<file path="src/rtl/mdr_pkg.sv">
// Shared constants, types and helper functions of the dimension merge index remap unit.
package mdr_pkg;

	localparam int MAX_DIMS      = 4;
	localparam int DIM_BITS      = 12;
	localparam int IDX_BITS      = 48;
	localparam int DIM_IDX_BITS  = 2;
	localparam int NUM_DIMS_BITS = 3;
	localparam int CFG_IDX_BITS  = 3;
	localparam int CFG_DATA_BITS = DIM_BITS;
	localparam int NUM_DIVS      = MAX_DIMS - 1;
	localparam int NUM_DIV_CELLS = NUM_DIVS * IDX_BITS;

	localparam logic [CFG_IDX_BITS-1:0] REG_NUM_DIMS   = 3'd0;
	localparam logic [CFG_IDX_BITS-1:0] REG_DIM_SIZE_0 = 3'd1;
	localparam logic [CFG_IDX_BITS-1:0] REG_REDUCE_DIM = 3'd5;
	localparam logic [CFG_IDX_BITS-1:0] REG_GROW_DIM   = 3'd6;

	typedef logic [DIM_BITS-1:0]                      dim_t;
	typedef logic [IDX_BITS-1:0]                      idx_t;
	typedef logic [DIM_IDX_BITS-1:0]                  dsel_t;
	typedef logic [MAX_DIMS-1:0][DIM_BITS-1:0]        dim_vec_t;
	typedef logic [MAX_DIMS-1:0][DIM_IDX_BITS-1:0]    dim_ord_t;

	typedef enum logic [1:0] {
		ERR_OK     = 2'd0,
		ERR_RANGE  = 2'd1,
		ERR_CONFIG = 2'd2
	} err_t;

	// Item inside the divider chain: running quotient, partial remainder, coordinates so far.
	typedef struct packed {
		idx_t     quo;
		dim_t     rem;
		dim_vec_t coord;
	} div_item_t;

	// Item inside the recomposition chain.
	typedef struct packed {
		idx_t     acc;
		dim_vec_t coord;
		err_t     err;
	} mac_item_t;

	// Output dimension order: the reduce dimension sits right before the grow dimension.
	// Folding it there gives grow + reduce * size_of_grow under a size of the product.
	function automatic dim_ord_t merge_order(input dsel_t reduce, input dsel_t grow);
		dim_ord_t o;
		int       k;
		o = '0;
		k = 0;
		for (int i = 0; i < MAX_DIMS; i++) begin
			if (DIM_IDX_BITS'(i) == grow) begin
				if (k < MAX_DIMS) o[k] = reduce;
				k++;
				if (k < MAX_DIMS) o[k] = grow;
				k++;
			end else if (DIM_IDX_BITS'(i) != reduce) begin
				if (k < MAX_DIMS) o[k] = DIM_IDX_BITS'(i);
				k++;
			end
		end
		return o;
	endfunction

endpackage

</file>
<file path="src/rtl/mdr_div_cell.sv">
// One restoring division step: produces one quotient bit and hands the item on.
module mdr_div_cell import mdr_pkg::*; (
	input  logic      clk,
	input  logic      arst_n,
	input  logic      en,
	input  dim_t      divisor,
	input  logic      in_valid,
	input  div_item_t in_item,
	output logic      valid_q,
	output div_item_t item_q
);

	logic [DIM_BITS:0] trial;
	logic              ge;
	div_item_t         nxt;

	always_comb begin
		trial = {in_item.rem, in_item.quo[IDX_BITS-1]};
		ge    = trial >= {1'b0, divisor};
		nxt   = in_item;
		nxt.quo = {in_item.quo[IDX_BITS-2:0], ge};
		// The partial remainder stays below the divisor, so the difference fits.
		nxt.rem = ge ? DIM_BITS'(trial - {1'b0, divisor}) : trial[DIM_BITS-1:0];
	end

	always_ff @(posedge clk or negedge arst_n) begin
		if (!arst_n) begin
			valid_q <= 1'b0;
		end else if (en) begin
			valid_q <= in_valid;
		end
	end

	always_ff @(posedge clk) begin
		if (en) begin
			item_q <= nxt;
		end
	end

endmodule

</file>
<file path="config.mk">
export PLATFORM = sky130hd
export DESIGN_NAME = mdr_div_cell
export DESIGN_NICKNAME = d
export VERILOG_FILES = /design/src/rtl/mdr_pkg.sv /design/src/rtl/mdr_div_cell.sv
export SDC_FILE = /design/constraint.sdc
export NUM_CORES = 1
export LEC_CHECK = 0
export ABC_AREA = 1
export BUFFER_PORTS_ARGS = -buffer_cell sky130_fd_sc_hd__buf_2
export CAP_MARGIN = 20
export CORE_ASPECT_RATIO = 1.2
export CORE_UTILIZATION = 34
export DETAILED_ROUTE_END_ITERATION = 12
export PLACE_DENSITY = 0.7
export SETUP_SLACK_MARGIN = 0.1
export SLEW_MARGIN = 20
export SYNTH_ARGS = -nofsm -noshare
export SYNTH_HDL_FRONTEND = slang
export SYNTH_SLANG_ARGS = --single-unit
</file>
<file path="constraint.sdc">
create_clock -name clk -period 0.85 [get_ports clk]
set_clock_uncertainty 0.2 [all_clocks]
set_input_delay 0.0425 -clock clk [delete_from_list [all_inputs] [get_ports clk]]
set_output_delay 0.0425 -clock clk [all_outputs]
set_load 0.005 [all_outputs]
</file>
After elaboration in Yosys (flattened, before gate mapping):

Index checks and enable logic that the tools add are counted.

* muxes and demuxes: 1
* $add $sub $neg: 1
* order comparisons: 1

Operators by type and width (count)
* $ge 13x12->1: 1
* $mux 12: 1
* $sub 12x12->12: 1

* output and inout bits: 109
* bits of input ports: 124
* word-level logic and storage cells: 10
* bits in registers: 109

Depth between registers and ports, before layout:

* word-level depth: 2
* mapped depth: 11

Least setup slack after synthesis:

No wires, ideal clock.

* kind: in2reg
* start point: input port divisor[8]
* end point: register item_q[54] (netlist bit), data pin
* setup slack: -0.874 ns
* buffers on the path: 1
* cell stages on the path: 11
* library setup time: 0.253 ns
* data required time: 0.397 ns
* data arrival time: 1.271 ns
* cells stage by stage: inv_1 ha_1 nand2_2 inv_1 nand2_1 nand2_2 a21oi_4 nand3_4 buf_12 nand2_2 nand2_1

RTL lines
* start: declaration: line mdr_div_cell.sv:6 `input dim_t divisor,`
* end signal: assignment: line mdr_div_cell.sv:36 `item_q <= nxt;`
* end: declaration: line mdr_div_cell.sv:10 `output div_item_t item_q`

==> impl_metrics.tcl <==
set metrics [dict create \
    cts_tree "yes" \
    antenna_cells 0 \
    antenna_found_initial 0 \
    cp.buffers_inverters 3 \
    reg2reg_depth 1 \
    ant_nets 0 \
    ir_drop_uv 935.4 \
    synth_cells 293 \
    synth_seq_cells 109 \
    status "finished with violations" \
    setup_viol 123 \
    cp.arrival_ps 1350 \
    final.setup.worst_slack_ps -598.1 \
    hp-class "in -> reg" \
    htreeDepth 3 \
    rows 44 \
    cts_hold_buf 1 \
    slew_headroom_pct 80.18 \
    wl_mm 12.34 \
    yosysSeqAreaShare_pct 75.97 \
    synth_fa_ha_area_share_pct 3.956 \
    max_freq_mhz 690.6 \
    crit_path_start_kind "primary input" \
    rsz0062_at_grt "yes" \
    gp_congestion 0.8231 \
    r2r_start "valid_q" \
    drt_iter0_markers 132 \
    fin_tns_setup_ps -32650 \
    drv_slew 0 \
    hold_start "in_item[8]" \
    r2r-end "valid_q" \
    worst_pin_slew_ps 297.2 \
    drive_gt1_share_pct 65.17 \
    endpoint_kind "flop" \
    cpMaxStageDelayCell "ha_4" \
    maxCapViolCount 0 \
    die_area_um2 13110 \
    synth_top_family_by_area "simple AND/OR/NAND/NOR gates" \
    power_mw 13.01 \
    hold_path_depth 1 \
    fin_hold_ws_ps -326.5 \
    clk_pin_slew_ps 70 \
    viasPerCell 4.444 \
    ff2ff_setup_slack_ps -120 \
    clock_path_buffers 2 \
    final_nets 735 \
    hold_viol 113 \
    critPathKind "in -> reg" \
    hpwl_mm 9.735 \
    vias 3395 \
    critPathTopFamily "simple AND/OR/NAND/NOR gates" \
    dp_slack_ps -997.5 \
    ys.warnings.count 0 \
    start_util_pct 35.20 \
    crit_chain "buf_8 -> ha_4 -> nand2_2 -> nand2_2 -> inv_2 -> nand2_4 -> a21oi_4 -> nand3_4 -> buf_8 -> nand2_1 -> o21ai_1" \
    grt-ovfl-total 0 \
    synth-compound-area-share_pct 1.687 \
    cts_buffers 9 \
    path_max_fanout 7 \
    cts_sinks 109 \
    die_y_um 125.2 \
    min_period_ps 1448 \
    clockRootBuffer "clkbuf_16" \
    fin_crit_sh_pct 170.4 \
    grt_max_degree 25 \
    grt_pass1_wl_mm 18.71 \
    wire_per_inst_um 16.16 \
    io_pins 233 \
    core_area_um2 12220 \
    synth_simple_gate_area_share_pct 12.51 \
    first_global_vias 3449 \
    fin_util_pct 56.51 \
    postSynthAreaPerCell_um2 14.68 \
    numPortBuffers 232 \
    cpPeakStageDelay_ps 250 \
    hold_path_end "item_q[8]" \
    grt.total_usage_pct 19.32 \
    syn_nets 430 \
    dr.pass1.iters 4 \
    cp.required_ps 750 \
    violations "negative hold slack, negative setup slack" \
    power_density_nw_per_um2 1884 \
    ys_types 27 \
    p_leak_nw 3.168 \
    synth_xor_area_share_pct 1.222 \
    nFillCells 1025 \
    drcViolationCount 0 \
    areaGrowthSynthToFinish_pct 60.56 \
    die_x_um 104.7 \
    syn_area_um2 4302 \
    clock_latency_ps 340 \
    synth_mux_area_share_pct 0.2618 \
]
-- per-stage QoR --
step                      area [um2]  std cells  hold WS (ps)
final                           6907        764        -326.5
after global routing            6907        764        -348.0
after CTS                       6783        760        -343.3
after detailed placement        6182        730        -375.4
after global placement          6182        730        -381.5
after floorplan                 4449        293        -453.1
-- worst max-delay path by stage --
stage                  from         end  cells past startpoint
2_1_floorplan   in_item[53]  item_q[54]                     10
3_3_place_gp     divisor[0]  item_q[56]                     11
3_5_place_dp   in_item[107]  item_q[56]                     12
4_1_cts         divisor[10]  item_q[53]                     12
5_1_grt         in_item[55]  item_q[53]                     11
6_report        in_item[55]  item_q[50]                     11
-- sequential cells by signal, indices dropped and copies added (netlist names) --
register / cells
valid_q: 1
item_q: 108
-- report_power, final --
part / leakage, nW / internal [mW] / total [mW] / switching [mW]
Sequential: 1.07 / 6.44 / 6.56 / 0.120
Clock: 0.144 / 2.12 / 4.01 / 1.88
Combinational: 1.96 / 1.26 / 2.44 / 1.18
Total: 3.17 / 9.83 / 13.0 / 3.18
-- cell usage in the layout (no fill, tap or decap), drive strengths merged, types with 2 or more instances in the layout --
master / n
nand2: 67
nand3: 16
clkbuf: 10
edfxtp: 108
nand4: 9
clkinv: 3
nor3: 2
o21ai: 6
a21oi: 4
buf: 294
nor2: 12
nand3b: 2
ha: 12
xor2: 5
inv: 47
-- metal layers --
layer  up-vias  track usage, %  routed length [um]
met4         0           7.954                 179
met1      1616           20.69                4433
met3        13           5.214                 881
li1       1627               -                   -
met2       139           35.64                6848
met5         -               0                   0
-- logic make-up after synthesis --
group | Yosys count
AND/OR/NAND/NOR | 108
adder cells (fa/ha/maj) | 13
flip-flops | 109
multiplexers | 1
buffers and inverters | 46
AO/OA/AOI/OAI | 10
XOR/XNOR | 6
-- layout make-up --
type	count	area, um2	share of cell area (%)
flip-flops and latches	109	3268	47.32
repair buffers	295	1790	25.92
multi-input cells	138	1171	16.96
clock buffers	10	239.0	3.460
well taps	161	201.4	2.917
inverters	45	178.9	2.591
clock inverters	6	57.56	0.8333
-- synth_stat cells, drive strengths merged --
library cell / instances / share of area (%)
o21ai: 6 / 0.96
xnor2: 1 / 0.20
nand2: 67 / 6.3
edfxtp: 108 / 75
mux2: 1 / 0.26
dfrtp: 1 / 0.58
nand4: 9 / 1.3
nand3b: 2 / 0.35
buf: 1 / 0.47
nor3: 2 / 0.35
xor2: 5 / 1.0
fa: 1 / 0.47
nand3: 16 / 2.9
inv: 45 / 3.9
nor2: 12 / 1.3
a21oi: 4 / 0.73
ha: 12 / 3.5
-- what timing repair did --
item	4_1_cts	5_1_grt
pin swaps	27	19
hold endpoints to repair	114	113
gates resized for setup	56	24
buffers inserted	12	4
cloned	1	0
endpoints found under the setup margin	123	123
Note: power is estimated with default switching activity, not from simulation.
