`config.mk`:
```
export PLATFORM = sky130hd
export DESIGN_NAME = mdr_mac_cell
export DESIGN_NICKNAME = d
export VERILOG_FILES = /design/src/rtl/mdr_pkg.sv /design/src/rtl/mdr_mac_cell.sv
export SDC_FILE = /design/constraint.sdc
export NUM_CORES = 1
export LEC_CHECK = 0
export BUFFER_PORTS_ARGS = -buffer_cell sky130_fd_sc_hd__buf_2
export CAP_MARGIN = 5
export CORE_MARGIN = 4
export CORE_UTILIZATION = 56
export CTS_BUF_LIST = sky130_fd_sc_hd__clkbuf_8
export CTS_CLUSTER_SIZE = 40
export DETAILED_ROUTE_END_ITERATION = 10
export GPL_TIMING_DRIVEN = 0
export PLACE_DENSITY_LB_ADDON = 0.3
export SLEW_MARGIN = 10
export SYNTH_ARGS = -nofsm -noshare
export SYNTH_HDL_FRONTEND = slang
export SYNTH_SLANG_ARGS = --single-unit
```
`constraint.sdc`:
```
create_clock -name clk -period 0.85 [get_ports clk]
set_clock_uncertainty 0.2 [all_clocks]
set_input_delay 0.0425 -clock clk [delete_from_list [all_inputs] [get_ports clk]]
set_output_delay 0.0425 -clock clk [all_outputs]
set_load 0.005 [all_outputs]
```
`src/rtl/mdr_pkg.sv`:
```
// Shared constants, types and helper functions of the dimension merge index remap unit.
package mdr_pkg;

	localparam int MAX_DIMS      = 4;
	localparam int DIM_BITS      = 12;
	localparam int IDX_BITS      = 48;
	localparam int DIM_IDX_BITS  = 2;
	localparam int NUM_DIMS_BITS = 3;
	localparam int CFG_IDX_BITS  = 3;
	localparam int CFG_DATA_BITS = DIM_BITS;
	localparam int NUM_DIVS      = MAX_DIMS - 1;
	localparam int NUM_DIV_CELLS = NUM_DIVS * IDX_BITS;

	localparam logic [CFG_IDX_BITS-1:0] REG_NUM_DIMS   = 3'd0;
	localparam logic [CFG_IDX_BITS-1:0] REG_DIM_SIZE_0 = 3'd1;
	localparam logic [CFG_IDX_BITS-1:0] REG_REDUCE_DIM = 3'd5;
	localparam logic [CFG_IDX_BITS-1:0] REG_GROW_DIM   = 3'd6;

	typedef logic [DIM_BITS-1:0]                      dim_t;
	typedef logic [IDX_BITS-1:0]                      idx_t;
	typedef logic [DIM_IDX_BITS-1:0]                  dsel_t;
	typedef logic [MAX_DIMS-1:0][DIM_BITS-1:0]        dim_vec_t;
	typedef logic [MAX_DIMS-1:0][DIM_IDX_BITS-1:0]    dim_ord_t;

	typedef enum logic [1:0] {
		ERR_OK     = 2'd0,
		ERR_RANGE  = 2'd1,
		ERR_CONFIG = 2'd2
	} err_t;

	// Item inside the divider chain: running quotient, partial remainder, coordinates so far.
	typedef struct packed {
		idx_t     quo;
		dim_t     rem;
		dim_vec_t coord;
	} div_item_t;

	// Item inside the recomposition chain.
	typedef struct packed {
		idx_t     acc;
		dim_vec_t coord;
		err_t     err;
	} mac_item_t;

	// Output dimension order: the reduce dimension sits right before the grow dimension.
	// Folding it there gives grow + reduce * size_of_grow under a size of the product.
	function automatic dim_ord_t merge_order(input dsel_t reduce, input dsel_t grow);
		dim_ord_t o;
		int       k;
		o = '0;
		k = 0;
		for (int i = 0; i < MAX_DIMS; i++) begin
			if (DIM_IDX_BITS'(i) == grow) begin
				if (k < MAX_DIMS) o[k] = reduce;
				k++;
				if (k < MAX_DIMS) o[k] = grow;
				k++;
			end else if (DIM_IDX_BITS'(i) != reduce) begin
				if (k < MAX_DIMS) o[k] = DIM_IDX_BITS'(i);
				k++;
			end
		end
		return o;
	endfunction

endpackage

```
`src/rtl/mdr_mac_cell.sv`:
```
// One Horner step of the output index: acc * size + coord.
module mdr_mac_cell import mdr_pkg::*; (
	input  logic      clk,
	input  logic      arst_n,
	input  logic      en,
	input  dim_t      size,
	input  dim_t      coord,
	input  logic      in_valid,
	input  mac_item_t in_item,
	output logic      valid_q,
	output mac_item_t item_q
);

	logic [IDX_BITS+DIM_BITS-1:0] prod;
	mac_item_t                    nxt;

	always_comb begin
		prod    = in_item.acc * size;
		nxt     = in_item;
		nxt.acc = prod[IDX_BITS-1:0] + IDX_BITS'(coord);
	end

	always_ff @(posedge clk or negedge arst_n) begin
		if (!arst_n) begin
			valid_q <= 1'b0;
		end else if (en) begin
			valid_q <= in_valid;
		end
	end

	always_ff @(posedge clk) begin
		if (en) begin
			item_q <= nxt;
		end
	end

endmodule

```
Word level (Yosys, flattened, before mapping)
Index checks and enable logic that the tools add are counted.

$add $sub $neg: 1. Multiply operators: 1.

Operators with widths (number): 48-bit by 12-bit adder with 48-bit output (1); 48-bit by 12-bit multiplier with 48-bit output (1).

Register bits: 99. Output and inout port bits: 99. Logic and storage cells: 9.

Longest topological paths before layout
Gate-level depths: netlist of the first run.

Depth after elaboration: 2. Depth in mapped cells: 24. Gate-level depth less buffers: 21.

Worst setup path before layout of the first run
OpenSTA, ideal clock, no wires.

Path type: input -> register. Start point: input port size[3]. End point: register item_q[96] (netlist name), data pin. Setup time: 0.256 ns. Data arrival time: 5.547 ns. Setup slack: -5.153 ns. Stages on the path: 21. Path buffers: 2. Cell sequence: clkbuf_1 clkbuf_1 nand2_1 fa_1 fa_1 inv_1 fa_1 fa_1 inv_1 fa_1 inv_1 ha_1 a21oi_1 o21ai_1 or3b_1 a221oi_2 a21oi_2 a21o_1 o21a_1 or4_1 and4_1.

RTL lines: start, declared (RTL line mdr_mac_cell.sv:6) `input dim_t size,`; end signal, assigned (RTL line mdr_mac_cell.sv:33) `item_q <= nxt;`; end, declared (RTL line mdr_mac_cell.sv:11) `output mac_item_t item_q`.

==> results of run 1 <==
final cells by class:
type	count	area, sq um	share of cell area
timing repair buffer	325	2210	0.0947
multi-input combinational	1299	14500	0.621
clock inverter	7	83.8	0.00358
inverter	489	1840	0.0785
antenna	3	7.51	0.000321
sequential	99	2970	0.127
buffer	102	1080	0.0461
clock buffer	9	124	0.00530
tap	442	553	0.0236
Yosys cell counts, drive strengths merged (9+ instances only):
cell      n
ha      105
nand2   386
o21ai    20
and3      9
inv     489
nor2     15
a21oi    43
edfxtp   98
and2    154
clkbuf  104
xor2     17
a21o     30
xnor2    44
fa      409
where the power goes:
part,leakage [uW],switching [uW],internal [uW]
Clock,0.000103,2110,1170
Combinational,0.0104,49300,41700
Sequential,0.000971,332,10200
Total,0.0115,51700,53000
through the flow:
stage	utilization	hold slack, ns	power, uW
finish	0.712	-0.285	105000
CTS	0.704	-0.319	98500
global placement	0.644	-0.383	83200
global route	0.712	-0.307	113000
floorplan	-	-0.453	73000
detailed placement	0.645	-0.382	84400
what timing repair did:
action / 4_1_cts / 5_1_grt
endpoints found under the setup margin: 218 / 147
hold endpoints to repair: 82 / 30
pin swaps: 52 / 44
buffers inserted: 47 / 9
gates resized for setup: 180 / 81
gates cloned: 3 / 0
state kept, by name, indices dropped and copies added, names as in the netlist:
name,cells
item_q,98
valid_q,1
cell families after synthesis:
kind of cell / Yosys count
multiplexers: 1
flip-flops: 99
AND/OR/NAND/NOR: 587
adder cells (fa/ha/maj): 514
AO/OA/AOI/OAI: 136
XOR/XNOR: 61
buffers and inverters: 595
path summary, 6_finish.rpt:
path	start	to	cells past startpoint
max reg2reg	valid_q	valid_q	1
min reg2reg	valid_q	valid_q	1
max	size[6]	item_q[96]	20
min in group asynchronous	arst_n	valid_q	3
min	coord[0]	item_q[50]	2
max in group asynchronous	arst_n	valid_q	3
worst max-delay path, stage by stage:
cell      delay [ns]
buf_4           0.15
clkbuf_8        0.14
buf_4           0.16
and2_1          0.16
fa_1            0.53
inv_1           0.05
fa_1            0.56
fa_1            0.46
fa_1            0.47
fa_1            0.50
inv_1           0.05
ha_2            0.32
a21o_1          0.18
a21o_1          0.16
a21oi_1         0.35
o21bai_1        0.11
a21oi_1         0.16
o21ai_0         0.22
or4_1           0.58
and4_1          0.17
metal layers:
layer / routed length [microns] / track usage
met5: 26 / 0
met3: 4100 / 0.0451
met2: 26400 / 0.512
met1: 20600 / 0.389
met4: 1530 / 0.0986
==> impl_results.md, run 1 <==
* Setup TNS at -212.68 ns
* Actual slew at the worst max-slew pin at around 0.84 ns
* Largest net degree at the start of global routing at 37
* VDD IR max at about 0.0040 V
* DRT Pass-1 Iters at 5
* PD cells at roughly 4500 mW/mm^2
* Buffer depth of the longest clock path at 2
* Asr flop ratio synth at 0.0101
* I/O Pins at 225
* Pins Over Slew Limit at 0
* Most frequent cells in the layout: inv_1 (475), fa_1 (398), nand2_1 (378), buf_2 (215), and2_1 (142)
* Post-synthesis xor/xnor area fraction at 0.0284
* Global-route wire length before repair at ~84000 microns
* Data required, critical path at a little under 0.9 ns
* Yosys reg bits at between 90 and 100
* Worst-path clk slew at about 0.13 ns
* Vias per std cell at ~5.3
* DP Cell Count at ~2700
* IO buf count at approximately 220
* Hold WS at -0.285 ns
* Crit path kind: in -> reg
* Root Buffer: clkbuf_8
* Post-synthesis adder-cell area fraction at 0.505
* Post-synth EDFFs at 98
* Most used DFF post-synth: edfxtp_1
* Post-synthesis compound-gate area fraction at 0.0480
* Largest family of logic cells by synthesized area: adder cells
* Core area at approximately 0.033 sq mm
* Initial antenna violation count at 4
* Max frequency at about 0.18 GHz
* Vias at 14800
* Synthesized area at about 0.019 sq mm
* Setup ws final at -4.66 ns
* Yosys warns at 0
* Layout cell share with drive strength beyond 1 at 0.226
* Vias in the first global route at 16000
* Initial DRC count at approximately 900
* R2R setup slack at -0.10 ns
* Nets at roughly 3000
* Sequential element share of the synthesized area at 0.158
* Worst Hold Class: in -> reg
* Total GRT Usage at 0.297
* Skew-Pair Late Insertion Delay at 0.43 ns
* CP Max Fanout at 7
* GR Overflow Total at 0
* Largest cells by area after synthesis: fa_1 (43%), edfxtp_1 (16%), inv_1 (9.8%), nand2_1 (7.7%), ha_1 (7.0%)
* Post-Synth Simple-Gate Area at 0.142
* Slew headroom at 0.433
* Clock sinks at slightly below 100
* Static leakage at around 0.011 uW
* Count of final hold-check violations at 30
* CP Capture Type: register
* H-tree depth at 3
* Post-synthesis cell type count at between 40 and 50
* Placed Area at 0.0212 sq mm
* Final period utilization at 6.48
* CP Data Arrival Time at ~5.5 ns
* Min Tclk post-route at roughly 5.5 ns
* Cts bufs inserted at 9
* Starting Density at 0.573
* Synth top area share at 0.435
* Final GP Congestion at between 0.9 and 1
* Post-route cell area at between 0.02 and 0.025 sq mm
* Worst slack at placement at -5.71 ns
* Post-Syn Nets at approximately 2600
* Post-CTS Hold Buffers at 53
* CTS tree: done
* Drt total wl at around 53000 microns
* Mux cell area share after synthesis at 0.000598
* Synth-to-layout area growth at 24.2%
* Mapped Avg Cell Area at ~9.4 sq um
* Status: finished with violations
* Fillers at approximately 2500
* Die area at around 0.037 sq mm
* Die Y at 191 microns
* Wirelength per Cell at about 19 microns
* Std-Cell Rows at 66
* Post-synthesis instance total at 1993
* Leading cell type in the layout, fill and taps excluded: inv_1
* Final Instance Count excl. Fillers at 2775
* Final setup fails at roughly 150
* DP Wirelength at slightly above 40000 microns
* Leading area contributor after synthesis: fa_1
* Failing checks: negative hold slack, negative setup slack
* ANT nets after route at 0
* Startpoint types: primary input
* Die X at between 150 and 200 microns
* Drc violations at 0
* Unrepaired setup endpoints after global routing: yes
* Max Cap Viol at 0
Note: power is estimated with default switching activity, not from simulation.
==> run 2: changes to the inputs <==
--- a/config.mk
+++ b/config.mk
@@ -10,10 +10,12 @@
 export CORE_MARGIN = 4
 export CORE_UTILIZATION = 56
 export CTS_BUF_LIST = sky130_fd_sc_hd__clkbuf_8
+export CTS_CLUSTER_DIAMETER = 200
 export CTS_CLUSTER_SIZE = 40
 export DETAILED_ROUTE_END_ITERATION = 10
 export GPL_TIMING_DRIVEN = 0
 export PLACE_DENSITY_LB_ADDON = 0.3
+export REMOVE_ABC_BUFFERS = 1
 export SLEW_MARGIN = 10
 export SYNTH_ARGS = -nofsm -noshare
 export SYNTH_HDL_FRONTEND = slang
==> impl_results.md, run 2 (synthesis results as in run 1) <==
* Status: finished with violations (unchanged)
* Failing checks: negative hold slack, negative setup slack (unchanged)
* Setup TNS at -207.43 ns (was -212.68 ns)
* Die area at 0.0366 sq mm (unchanged)
* ANT nets after route at 0 (unchanged)
* Worst Hold Class: in -> reg (unchanged)
* Actual slew at the worst max-slew pin at 1.01 ns (was 0.842 ns)
* Switch share at 0.496 (was 0.494)
* Reg2reg end: valid_q (unchanged)
* Crit path kind: in -> reg (unchanged)
* Drc violations at 0 (unchanged)
* Vias in the first global route at 16300 (was 16000)
* Slew headroom at 0.319 (was 0.433)
* Vias per std cell at 5.41 (was 5.32)
* Setup ws final at -4.63 ns (was -4.66 ns)
* VDD IR max at 0.00593 V (was 0.00399 V)
* Design Power at 101000 uW (was 105000 uW)
* Clock sinks at 99 (unchanged)
* Biggest register: item_q (unchanged)
* Sw power at 50200 uW (was 51700 uW)
* Synth-to-layout area growth at 22.2% (was 24.2%)
* DRT Pass-1 Iters at 5 (unchanged)
* Max Cap Viol at 0 (unchanged)
* Static leakage at 0.0113 uW (was 0.0115 uW)
* Fillers at 2406 (was 2458)
* Sequential Area at 0.00297 sq mm (unchanged)
* Core area at 0.0329 sq mm (unchanged)
* R2R setup slack at -0.11 ns (was -0.10 ns)
* Global-route wire length before repair at 82700 microns (was 84400 microns)
* Min Tclk post-route at 5.48 ns (was 5.51 ns)
* Crit path capture: item_q[90] (was item_q[96])
* Root Buffer: clkbuf_8 (unchanged)
* Hold WS at -0.270 ns (was -0.285 ns)
* Reg-to-reg startpoint: valid_q (unchanged)
* Internal at 51000 uW (was 53000 uW)
* Std-Cell Rows at 66 (unchanged)
* Flop pwr share at 0.105 (was 0.100)
* Final Core Density at 0.700 (was 0.712)
* Most frequent cells in the layout: inv_1 (467), fa_1 (399), nand2_1 (372), buf_2 (189), and2_1 (138) (was inv_1 (475), fa_1 (398), nand2_1 (378), buf_2 (215), and2_1 (142))
* Drt total wl at 52500 microns (was 52600 microns)
* H-tree depth at 3 (unchanged)
* Count of final hold-check violations at 39 (was 30)
* Crit path from: size[2] (was size[6])
* Starting Density at 0.573 (unchanged)
* Data required, critical path at 0.82 ns (was 0.87 ns)
* PD cells at 4400 mW/mm^2 (was 4480 mW/mm^2)
* Skew-Pair Late Insertion Delay at 0.40 ns (was 0.43 ns)
* Comb pwr share at 0.864 (was 0.868)
* Initial DRC count at 789 (was 901)
* GR Overflow Total at 0 (unchanged)
* Cts bufs inserted at 9 (unchanged)
* Layout cell share with drive strength beyond 1 at 0.200 (was 0.226)
* CTS tree: done (unchanged)
* Startpoint types: primary input (unchanged)
* Wirelength per Cell at 19.5 microns (was 19.0 microns)
* Initial antenna violation count at 5 (was 4)
* Worst-path clk slew at 0.11 ns (was 0.13 ns)
* Final period utilization at 6.45 (was 6.48)
* Cell count of the worst reg-to-reg path at 1 (unchanged)
* CP Max Fanout at 23 (was 7)
* CP Data Arrival Time at 5.45 ns (was 5.53 ns)
* Die Y at 191 microns (unchanged)
* Multi-input gate area at 0.0143 sq mm (was 0.0145 sq mm)
* CP Capture Type: register (unchanged)
* I/O Pins at 225 (unchanged)
* Max reg flops at 98 (unchanged)
* Final GP Congestion at 0.924 (was 0.932)
* Top Registers: item_q (98), valid_q (1) (unchanged)
* Leading cell type in the layout, fill and taps excluded: inv_1 (unchanged)
* IO buf count at 224 (was 216)
* Max frequency at 0.182 GHz (about the same)
* Post-CTS Hold Buffers at 53 (unchanged)
* Vias at 14500 (was 14800)
* Buffer depth of the longest clock path at 2 (unchanged)
* Die X at 191 microns (unchanged)
* Unrepaired setup endpoints after global routing: yes (unchanged)
* Final setup fails at 147 (unchanged)
* Largest net degree at the start of global routing at 40 (was 37)
* DP Wirelength at 34300 microns (was 41000 microns)
* Worst slack at placement at -6.52 ns (was -5.71 ns)
* Total GRT Usage at 0.291 (was 0.297)
* Nets at 2878 (was 2965)
* Pins Over Slew Limit at 0 (unchanged)
* Clk network pwr share at 0.031 (about the same)
==> run 2: power groups by stage <==
stage / sequential [uW] / combinational, uW / clock, uW
floorplan: 11400 / 57000 / 0
global placement: 10800 / 67600 / 0
detailed placement: 10800 / 68600 / 0
CTS: 10600 / 79800 / 3220
global route: 10500 / 94300 / 3420
finish: 10600 / 87400 / 3120
==> run 2: how the worst min path moves through the flow <==
stage          cells past startpoint      from          to  slack (ns)
2_1_floorplan                      0    arst_n     valid_q       -0.45
3_3_place_gp                       1    arst_n     valid_q       -0.38
3_5_place_dp                       1    arst_n     valid_q       -0.38
4_1_cts                            2  coord[0]  item_q[50]       -0.29
5_1_grt                            2  coord[0]  item_q[50]       -0.28
6_report                           2  coord[0]  item_q[50]       -0.27
==> run 2: cell type report <==
class / count / share of cell area
Clock inverter: 7 / 0.00310
Inverter: 489 / 0.0798
Timing Repair Buffer: 340 / 0.135
Sequential cell: 99 / 0.129
Antenna cell: 2 / 0.000218
Tap cell: 442 / 0.0240
Clock buffer: 9 / 0.00538
Multi-Input combinational cell: 1299 / 0.623
==> run 2: stage by stage <==
stage	area, sq um	std cells
finish	23000	2687
global route	23000	2687
CTS	22500	2663
detailed placement	20100	2554
global placement	20100	2553
floorplan	18400	1887
==> run 2: critical path: stages <==
cell and delay [ns]:
buf_16 0.15, and2_4 0.16, fa_1 0.49, inv_2 0.05
fa_1 0.51, inv_2 0.04, fa_1 0.46, fa_1 0.51
inv_2 0.05, fa_1 0.49, inv_2 0.05, ha_4 0.23
a21o_1 0.22, a221oi_4 0.38, o21ai_2 0.16, o21ai_2 0.20
a21oi_2 0.11, a21o_4 0.25, buf_6 0.13, a221o_2 0.41
a41oi_2 0.23, xnor2_1 0.10
==> run 2: timing repair <==
action,in CTS,in global routing
endpoints found under the hold margin,91,39
pin swaps,48,59
gates cloned,19,1
endpoints found under the setup margin,210,147
buffers inserted,22,24
gates resized for setup,215,85
==> run 2: layer usage <==
metal | GRT usage | share of wire
met1 | 0.350 | 0.37
met4 | 0.115 | 0.039
met5 | 0 | 0.00044
met2 | 0.515 | 0.52
met3 | 0.0606 | 0.078
